[src/design/kclp_pkg.sv]
// Shared types and codes for the keyword command line parser.
`default_nettype none
package kclp_pkg;

  typedef logic [7:0] char_t;

  localparam int unsigned WORD_SLOTS = 6;
  localparam logic [2:0] LEN_OVER = 3'd7;

  localparam logic [1:0] ST_OK      = 2'd0;
  localparam logic [1:0] ST_EMPTY   = 2'd1;
  localparam logic [1:0] ST_UNKNOWN = 2'd2;
  localparam logic [1:0] ST_ARITY   = 2'd3;

  localparam logic [2:0] KIND_SET     = 3'd0;
  localparam logic [2:0] KIND_GET     = 3'd1;
  localparam logic [2:0] KIND_DEL     = 3'd2;
  localparam logic [2:0] KIND_EXISTS  = 3'd3;
  localparam logic [2:0] KIND_PING    = 3'd4;
  localparam logic [2:0] KIND_UNKNOWN = 3'd5;

  typedef struct packed {
    logic [1:0] status;
    logic [2:0] kind;
    logic [7:0] total;
  } result_t;

endpackage
`default_nettype wire

[src/design/kclp_classify.sv]
// Keyword match, arity check and argument count clamp for one finished line.
`default_nettype none
module kclp_classify #(
  parameter int COUNT_BITS = 8
) (
  input  wire kclp_pkg::char_t    chars [kclp_pkg::WORD_SLOTS],
  input  wire logic [2:0]         word_len,
  input  wire logic [COUNT_BITS-1:0] count,
  output kclp_pkg::result_t       result
);

  logic is_set, is_get, is_del, is_exists, is_ping;
  logic [7:0] total;

  assign is_set = word_len == 3'd3 && chars[0] == "S" && chars[1] == "E"
                  && chars[2] == "T";
  assign is_get = word_len == 3'd3 && chars[0] == "G" && chars[1] == "E"
                  && chars[2] == "T";
  assign is_del = word_len == 3'd3 && chars[0] == "D" && chars[1] == "E"
                  && chars[2] == "L";
  assign is_exists = word_len == 3'd6 && chars[0] == "E" && chars[1] == "X"
                     && chars[2] == "I" && chars[3] == "S" && chars[4] == "T"
                     && chars[5] == "S";
  assign is_ping = word_len == 3'd4 && chars[0] == "P" && chars[1] == "I"
                   && chars[2] == "N" && chars[3] == "G";

  generate
    if (COUNT_BITS > 8) begin : g_clamp
      assign total = (count > COUNT_BITS'(8'hFF)) ? 8'hFF : count[7:0];
    end else begin : g_fit
      assign total = 8'(count);
    end
  endgenerate

  always_comb begin
    result.status = kclp_pkg::ST_OK;
    result.kind   = kclp_pkg::KIND_UNKNOWN;
    result.total  = total;
    if (word_len == 3'd0) begin
      result.status = kclp_pkg::ST_EMPTY;
      result.total  = 8'd0;
    end else if (is_set) begin
      result.kind   = kclp_pkg::KIND_SET;
      result.status = (count == COUNT_BITS'(2)) ? kclp_pkg::ST_OK : kclp_pkg::ST_ARITY;
    end else if (is_get) begin
      result.kind   = kclp_pkg::KIND_GET;
      result.status = (count == COUNT_BITS'(1)) ? kclp_pkg::ST_OK : kclp_pkg::ST_ARITY;
    end else if (is_del) begin
      result.kind   = kclp_pkg::KIND_DEL;
      result.status = (count == COUNT_BITS'(1)) ? kclp_pkg::ST_OK : kclp_pkg::ST_ARITY;
    end else if (is_exists) begin
      result.kind   = kclp_pkg::KIND_EXISTS;
      result.status = (count == COUNT_BITS'(1)) ? kclp_pkg::ST_OK : kclp_pkg::ST_ARITY;
    end else if (is_ping) begin
      result.kind   = kclp_pkg::KIND_PING;
      result.status = (count == COUNT_BITS'(0)) ? kclp_pkg::ST_OK : kclp_pkg::ST_ARITY;
    end else begin
      result.status = kclp_pkg::ST_UNKNOWN;
    end
  end

endmodule
`default_nettype wire

[src/design/keyword_command_line_parser_core.sv]
// Top level of the keyword command line parser: input stage, token state, result register.
//
//   channel  | handshake                       | payload
//   ---------+---------------------------------+-----------------------------------------
//   input    | in_valid / in_ready             | data_byte, byte_present, end_of_line
//   output   | out_valid / out_ready           | parse_status, command_kind, argument_total
//
// One byte per cycle unless an end-of-line item waits; the result register loads the result
// when the end-of-line item leaves the input register. The token state updates from the input
// register in one pass; the result register holds a finished line while the next line's bytes
// keep flowing. Only an end-of-line item waits on a full result register.
// Reset (rst, synchronous) clears the token state and both valid flags.
`default_nettype none
module keyword_command_line_parser_core #(
  parameter int COUNT_BITS = 8
) (
  input  wire logic       clk,
  input  wire logic       rst,
  input  wire logic       in_valid,
  output logic            in_ready,
  input  wire logic [7:0] data_byte,
  input  wire logic       byte_present,
  input  wire logic       end_of_line,
  output logic            out_valid,
  input  wire logic       out_ready,
  output logic [1:0]      parse_status,
  output logic [2:0]      command_kind,
  output logic [7:0]      argument_total
);

  localparam logic [COUNT_BITS-1:0] COUNT_MAX = {COUNT_BITS{1'b1}};

  logic       s1_valid;
  logic [7:0] s1_byte;
  logic       s1_present;
  logic       s1_eol;
  logic       s1_adv;
  logic       out_free;

  logic                  inside_token, inside_token_next;
  logic [COUNT_BITS-1:0] token_total, token_total_next;
  logic [2:0]            word_len, word_len_next;
  kclp_pkg::char_t       chars [kclp_pkg::WORD_SLOTS];
  kclp_pkg::char_t       chars_next [kclp_pkg::WORD_SLOTS];
  kclp_pkg::char_t       upper;
  logic                  is_space;
  logic                  wr_en;
  logic [2:0]            wr_idx;
  kclp_pkg::result_t     result;

  assign out_free = !out_valid || out_ready;
  assign s1_adv   = s1_valid && (!s1_eol || out_free);
  assign in_ready = !s1_valid || s1_adv;

  always_ff @(posedge clk) begin
    if (rst) begin
      s1_valid <= 1'b0;
    end else if (in_ready) begin
      s1_valid <= in_valid;
    end
    if (in_ready && in_valid) begin
      s1_byte    <= data_byte;
      s1_present <= byte_present;
      s1_eol     <= end_of_line;
    end
  end

  always_comb begin
    is_space = s1_byte inside {8'h20, [8'h09:8'h0D]};
    upper    = (s1_byte inside {[8'h61:8'h7A]}) ? s1_byte - 8'h20 : s1_byte;

    inside_token_next = inside_token;
    token_total_next  = token_total;
    word_len_next     = word_len;
    wr_en             = 1'b0;
    wr_idx            = word_len;

    if (s1_present) begin
      if (is_space) begin
        inside_token_next = 1'b0;
      end else if (!inside_token) begin
        inside_token_next = 1'b1;
        if (word_len == 3'd0) begin
          wr_en         = 1'b1;
          wr_idx        = 3'd0;
          word_len_next = 3'd1;
        end else if (token_total != COUNT_MAX) begin
          token_total_next = token_total + COUNT_BITS'(1);
        end
      end else if (word_len != 3'd0 && token_total == '0) begin
        if (word_len < 3'(kclp_pkg::WORD_SLOTS)) begin
          wr_en         = 1'b1;
          word_len_next = word_len + 3'd1;
        end else begin
          word_len_next = kclp_pkg::LEN_OVER;
        end
      end
    end

    for (int i = 0; i < kclp_pkg::WORD_SLOTS; i++) begin
      chars_next[i] = (wr_en && wr_idx == 3'(i)) ? upper : chars[i];
    end
  end

  kclp_classify #(
    .COUNT_BITS(COUNT_BITS)
  ) u_classify (
    .chars    (chars_next),
    .word_len (word_len_next),
    .count    (token_total_next),
    .result   (result)
  );

  always_ff @(posedge clk) begin
    if (rst) begin
      inside_token <= 1'b0;
      token_total  <= '0;
      word_len     <= 3'd0;
    end else if (s1_adv) begin
      if (s1_eol) begin
        inside_token <= 1'b0;
        token_total  <= '0;
        word_len     <= 3'd0;
      end else begin
        inside_token <= inside_token_next;
        token_total  <= token_total_next;
        word_len     <= word_len_next;
      end
    end
  end

  always_ff @(posedge clk) begin
    if (s1_adv) begin
      for (int i = 0; i < kclp_pkg::WORD_SLOTS; i++) begin
        chars[i] <= chars_next[i];
      end
    end
  end

  always_ff @(posedge clk) begin
    if (rst) begin
      out_valid <= 1'b0;
    end else if (s1_adv && s1_eol) begin
      out_valid <= 1'b1;
    end else if (out_ready) begin
      out_valid <= 1'b0;
    end
    if (s1_adv && s1_eol) begin
      parse_status   <= result.status;
      command_kind   <= result.kind;
      argument_total <= result.total;
    end
  end

  a_empty_fields: assert property (@(posedge clk) disable iff (rst)
    out_valid && parse_status == kclp_pkg::ST_EMPTY
      |-> command_kind == kclp_pkg::KIND_UNKNOWN && argument_total == 8'd0)
    else $error("empty line result carries a command or a count");

  a_unknown_status: assert property (@(posedge clk) disable iff (rst)
    out_valid && command_kind == kclp_pkg::KIND_UNKNOWN
      |-> parse_status == kclp_pkg::ST_EMPTY || parse_status == kclp_pkg::ST_UNKNOWN)
    else $error("unknown command reported with a success or arity status");

  a_args_after_word: assert property (@(posedge clk) disable iff (rst)
    word_len == 3'd0 |-> token_total == '0)
    else $error("argument counted before the command word");

  a_eol_held: assert property (@(posedge clk) disable iff (rst)
    s1_valid && s1_eol && out_valid && !out_ready |=> s1_valid && s1_eol)
    else $error("end-of-line item dropped while result register was full");

  a_ready_when_empty: assert property (@(posedge clk) disable iff (rst)
    !s1_valid |-> in_ready)
    else $error("input stalled with an empty input register");

endmodule
`default_nettype wire
[config.mk]
export PLATFORM = sky130hd
export DESIGN_NAME = keyword_command_line_parser_core
export DESIGN_NICKNAME = d
export VERILOG_FILES = /design/src/design/kclp_pkg.sv /design/src/design/kclp_classify.sv /design/src/design/keyword_command_line_parser_core.sv
export SDC_FILE = /design/constraint.sdc
export NUM_CORES = 1
export LEC_CHECK = 0
export BUFFER_PORTS_ARGS = -buffer_cell sky130_fd_sc_hd__buf_2
export CAP_MARGIN = 20
export CORE_UTILIZATION = 61
export DETAILED_ROUTE_END_ITERATION = 10
export PLACE_DENSITY = 0.8
export SLEW_MARGIN = 30
export SYNTH_ARGS = -nofsm -noshare
export SYNTH_HDL_FRONTEND = slang
export SYNTH_SLANG_ARGS = --single-unit
export TNS_END_PERCENT = 30
[constraint.sdc]
create_clock -name clk -period 4.7 [get_ports clk]
set_input_delay 0.235 -clock clk [delete_from_list [all_inputs] [get_ports clk]]
set_output_delay 0.235 -clock clk [all_outputs]
set_load 0.05 [all_outputs]
==> load_flow_metrics.sql <==
INSERT INTO impl_metrics (metric_group, metric, value, unit) VALUES
('global_routing', 'pin_count_of_the_biggest_net_entering_global_routing', '49', ''),
('pwr', 'seq_power_share', '0.556', ''),
('placed_design', 'io_buffers', '28', ''),
('finish', 'layout.nets', '517', ''),
('cts', 'clockRootBuffer', 'clkbuf_8', ''),
('timing', 'worst_slew_margin_rel', '0.445', ''),
('setup_path', 'crit_path_end_kind', 'register', ''),
('synth', 'yosys_register_bits', '85', ''),
('routing', 'detailedRoute.firstIterationViolations', '456', ''),
('cts', 'cts_buffer_depth', '2', ''),
('finish', 'synthToLayoutAreaGrowth', '11.6', '%'),
('cts', 'skew_pair_late_insertion_delay', '0.36', 'ns'),
('min_path', 'timing.hold.worst.class', 'in -> reg', ''),
('synth', 'synth-warning-count', '0', ''),
('timing', 'worst_tran_pin_value', '0.830', 'ns'),
('routing', 'routed-via-count', '3827', ''),
('timing', 'min_period_over_period', '0.922', ''),
('synth', 'synth_top_area_share', '0.448', ''),
('setup_path', 'critical_path_arrival', '4.46', 'ns'),
('synth', 'post_synth_edffs', '71', ''),
('finish', 'multi_input_area', '2220', 'µm²'),
('cts', 'clkSlewWorstSetupHoldPaths', '0.08', 'ns'),
('global_routing', 'grt_antenna_before_repair', '0', ''),
('setup_path', 'path_max_fanout', '11', ''),
('timing', 'grt_setup_unrepaired', 'no', ''),
('cts', 'htree_num_levels', '3', ''),
('routing', 'route.final.wire_length', '11100', 'µm'),
('die', 'initial_core_util', '0.642', ''),
('synth', 'synth_ff_type', 'edfxtp_1', ''),
('finish', 'fill_cells', '544', ''),
('global_routing', 'groute.usage.overall', '0.288', ''),
('timing', 'fin_tns_setup', '0', 'ns'),
('routing', 'routedWlPerCell', '18.5', 'µm'),
('placed_design', 'place.gp.congestion', '0.990', ''),
('synth', 'synth_cells', '463', ''),
('cts', 'cts_tree', 'built', ''),
('die', 'ports_placed_on_the_boundary', '29', ''),
('run', 'cap_violations', '0', ''),
('timing', 'clock_skew', '0.0174', 'ns'),
('cts', 'clock-sinks', '85', ''),
('pwr', 'net-switching-power', '346', 'µW'),
('setup_path', 'cp.required', '4.82', 'ns'),
('timing', 'fmax', '231', 'MHz'),
('finish', 'antenna_cells_inserted', '0', ''),
('synth', 'synth_fp_nets', '483', ''),
('synth', 'post_synth.cell_area_avg', '10.3', 'µm²'),
('timing', 'hold_violations', '0', ''),
('synth', 'synth_largest_area_cell', 'edfxtp_1', ''),
('timing', 'report.final.setup_viol', '0', ''),
('pwr', 'power_per_cell_area', '286', 'nW/µm²'),
('cts', 'holdBufCountCts', '0', ''),
('cts', 'cts_resized', '0', ''),
('status', 'run_status', 'completed', ''),
('global_routing', 'grt_pass1_wl', '18300', 'µm'),
('synth', 'synth_sequential_area_ratio', '0.507', ''),
('finish', 'share_of_layout_cells_above_drive_strength_1', '0.193', ''),
('synth', 'synthesis.area', '4750', 'µm²'),
('setup_path', 'worst_setup_path_start_kind', 'register', ''),
('pwr', 'irDropWorstVdd', '191', 'µV'),
('synth', 'yosys-top-cells-area', 'edfxtp_1 (45%), dfxtp_1 (5.9%), nand2_1 (5.6%)', ''),
('timing', 'final-max-slew-violation-count', '0', ''),
('routing', 'routed_via_density', '6.37', ''),
('pwr', 'cellLeakagePower', '1.79', 'nW'),
('global_routing', 'grt-ovfl-total', '0', ''),
('die', 'placeableCoreArea', '7410', 'µm²'),
('routing', 'final_antenna_net_count', '0', ''),
('routing', 'post-route-drc-count', '0', ''),
('cts', 'cts_setup_buffers', '0', ''),
('die', 'rows', '31', ''),
('finish', 'seqCellArea', '2410', 'µm²'),
('die', 'floorplan_die_width', '90.3', 'µm'),
('pwr', 'clock_power_share', '0.367', ''),
('timing', 'layout_min_cycle_time', '4.33', 'ns'),
('die', 'area_of_the_die', '8150', 'µm²'),
('finish', 'mostFrequentLayoutCells', 'nand2_1 (71), edfxtp_1 (71), nor2_1 (32)', ''),
('timing', 'holdWs', '0.0517', 'ns'),
('die', 'die_y', '90.3', 'µm'),
('synth', 'number_of_distinct_library_cells_after_synthesis', '62', ''),
('synth', 'share_of_flip_flops_with_an_asynchronous_set_or_reset_after_synthesis', '0', ''),
('placed_design', 'dp_hpwl', '7960', 'µm'),
('pwr', 'share_comb_of_total_power', '0.077', ''),
('cts', 'tritoncts.num_buffers', '9', ''),
('pwr', 'power_switching_share', '0.228', ''),
('global_routing', 'grt_pass1_vias', '3621', ''),
('routing', 'dr.pass1.iters', '5', ''),
('setup_path', 'setup.worst_path.class', 'reg -> reg', ''),
('pwr', 'cellInternalPower', '1.17', 'mW');
## metrics by stage
step                      setup WS [ns]  cells  power [mW]  area (µm²)  utilization
final                             0.367    601        1.51        5300        0.716
after global routing              0.136    601        1.56        5300        0.716
after CTS                         0.394    601        1.52        5290        0.713
after global placement            0.542    585       0.967        5070        0.684
after detailed placement          0.393    585       0.973        5080        0.685
after floorplan                    1.07    463       0.930        4750            -
## logic make-up after synthesis
kind of cell / synth area share
flip-flops: 0.507
adder cells (fa/ha/maj): 0.0158
AO/OA/AOI/OAI: 0.0992
AND/OR/NAND/NOR: 0.247
buffers and inverters: 0.0350
XOR/XNOR: 0.00737
multiplexers: 0.0879
## critical path: stages, from the launching register on
cell and delay [ns]:
dfxtp_1 0.54, inv_1 0.19, ha_1 0.27, nand2b_1 0.15
nand4_1 0.16, a2111oi_2 0.83, buf_4 0.27, mux2_2 0.35
a2111oi_0 0.46, nand3_1 0.23, o31ai_2 0.36, mux2_2 0.22
a21oi_1 0.06
## final timing paths
path / start / to / slack, ns / cells after the start
worst max-delay path: word_len[0] / parse_status[1] / 0.37 / 12
worst min-delay path: data_byte[7] / s1_byte[7] / 0.05 / 1
worst max register to register: word_len[0] / parse_status[1] / 0.37 / 12
worst min register to register: token_total[0] / token_total[0] / 0.52 / 2
## cells in the mapped netlist, types with 4 or more instances
cell / count
inv_1: 20
o22ai_1: 4
xnor2_1: 4
clkbuf_1: 14
a22oi_1: 7
nor3_1: 7
and3_1: 5
nand3_1: 16
nand4_1: 11
nor2_1: 32
nor2b_1: 9
nand2b_1: 7
nor4_2: 4
a211oi_1: 4
mux2i_1: 20
a21oi_1: 15
or3_1: 7
dfxtp_1: 14
nor3b_1: 8
nor4_1: 11
ha_1: 6
mux2_2: 18
edfxtp_1: 71
nor4b_1: 4
nand3b_1: 4
buf_2: 7
nand2_1: 71
o21ai_0: 18
## routing by layer
metal,vias to the layer above,GRT usage,wire (µm)
met5,-,0,0
met3,22,0.0404,851
met4,0,0.116,240
li1,1796,-,-
met2,181,0.452,5160
met1,1828,0.406,4850
## power by group through the flow
| stage | registers (mW) | logic (mW) | clock network, mW |
|---|---|---|---|
| global route | 0.844 | 0.125 | 0.590 |
| floorplan | 0.863 | 0.0675 | 0 |
| CTS | 0.842 | 0.114 | 0.560 |
| finish | 0.842 | 0.117 | 0.556 |
| detailed placement | 0.859 | 0.114 | 0 |
| global placement | 0.858 | 0.110 | 0 |
## cell type report
cell class | count | area share
Clock buffer | 12 | 0.0255
Timing Repair Buffer | 45 | 0.0505
Multi-Input combinational cell | 336 | 0.418
Tap cell | 99 | 0.0234
Inverter | 20 | 0.0142
Clock inverter | 4 | 0.0139
Sequential cell | 85 | 0.455
## sequential cells by signal (all words and copies together) (netlist names)
signal          count
parse_status        2
word_len            3
chars              48
s1_present          1
command_kind        3
out_valid           1
s1_eol              1
inside_token        1
s1_byte             8
argument_total      8
s1_valid            1
token_total         8
(Power assumes the default switching activity.)
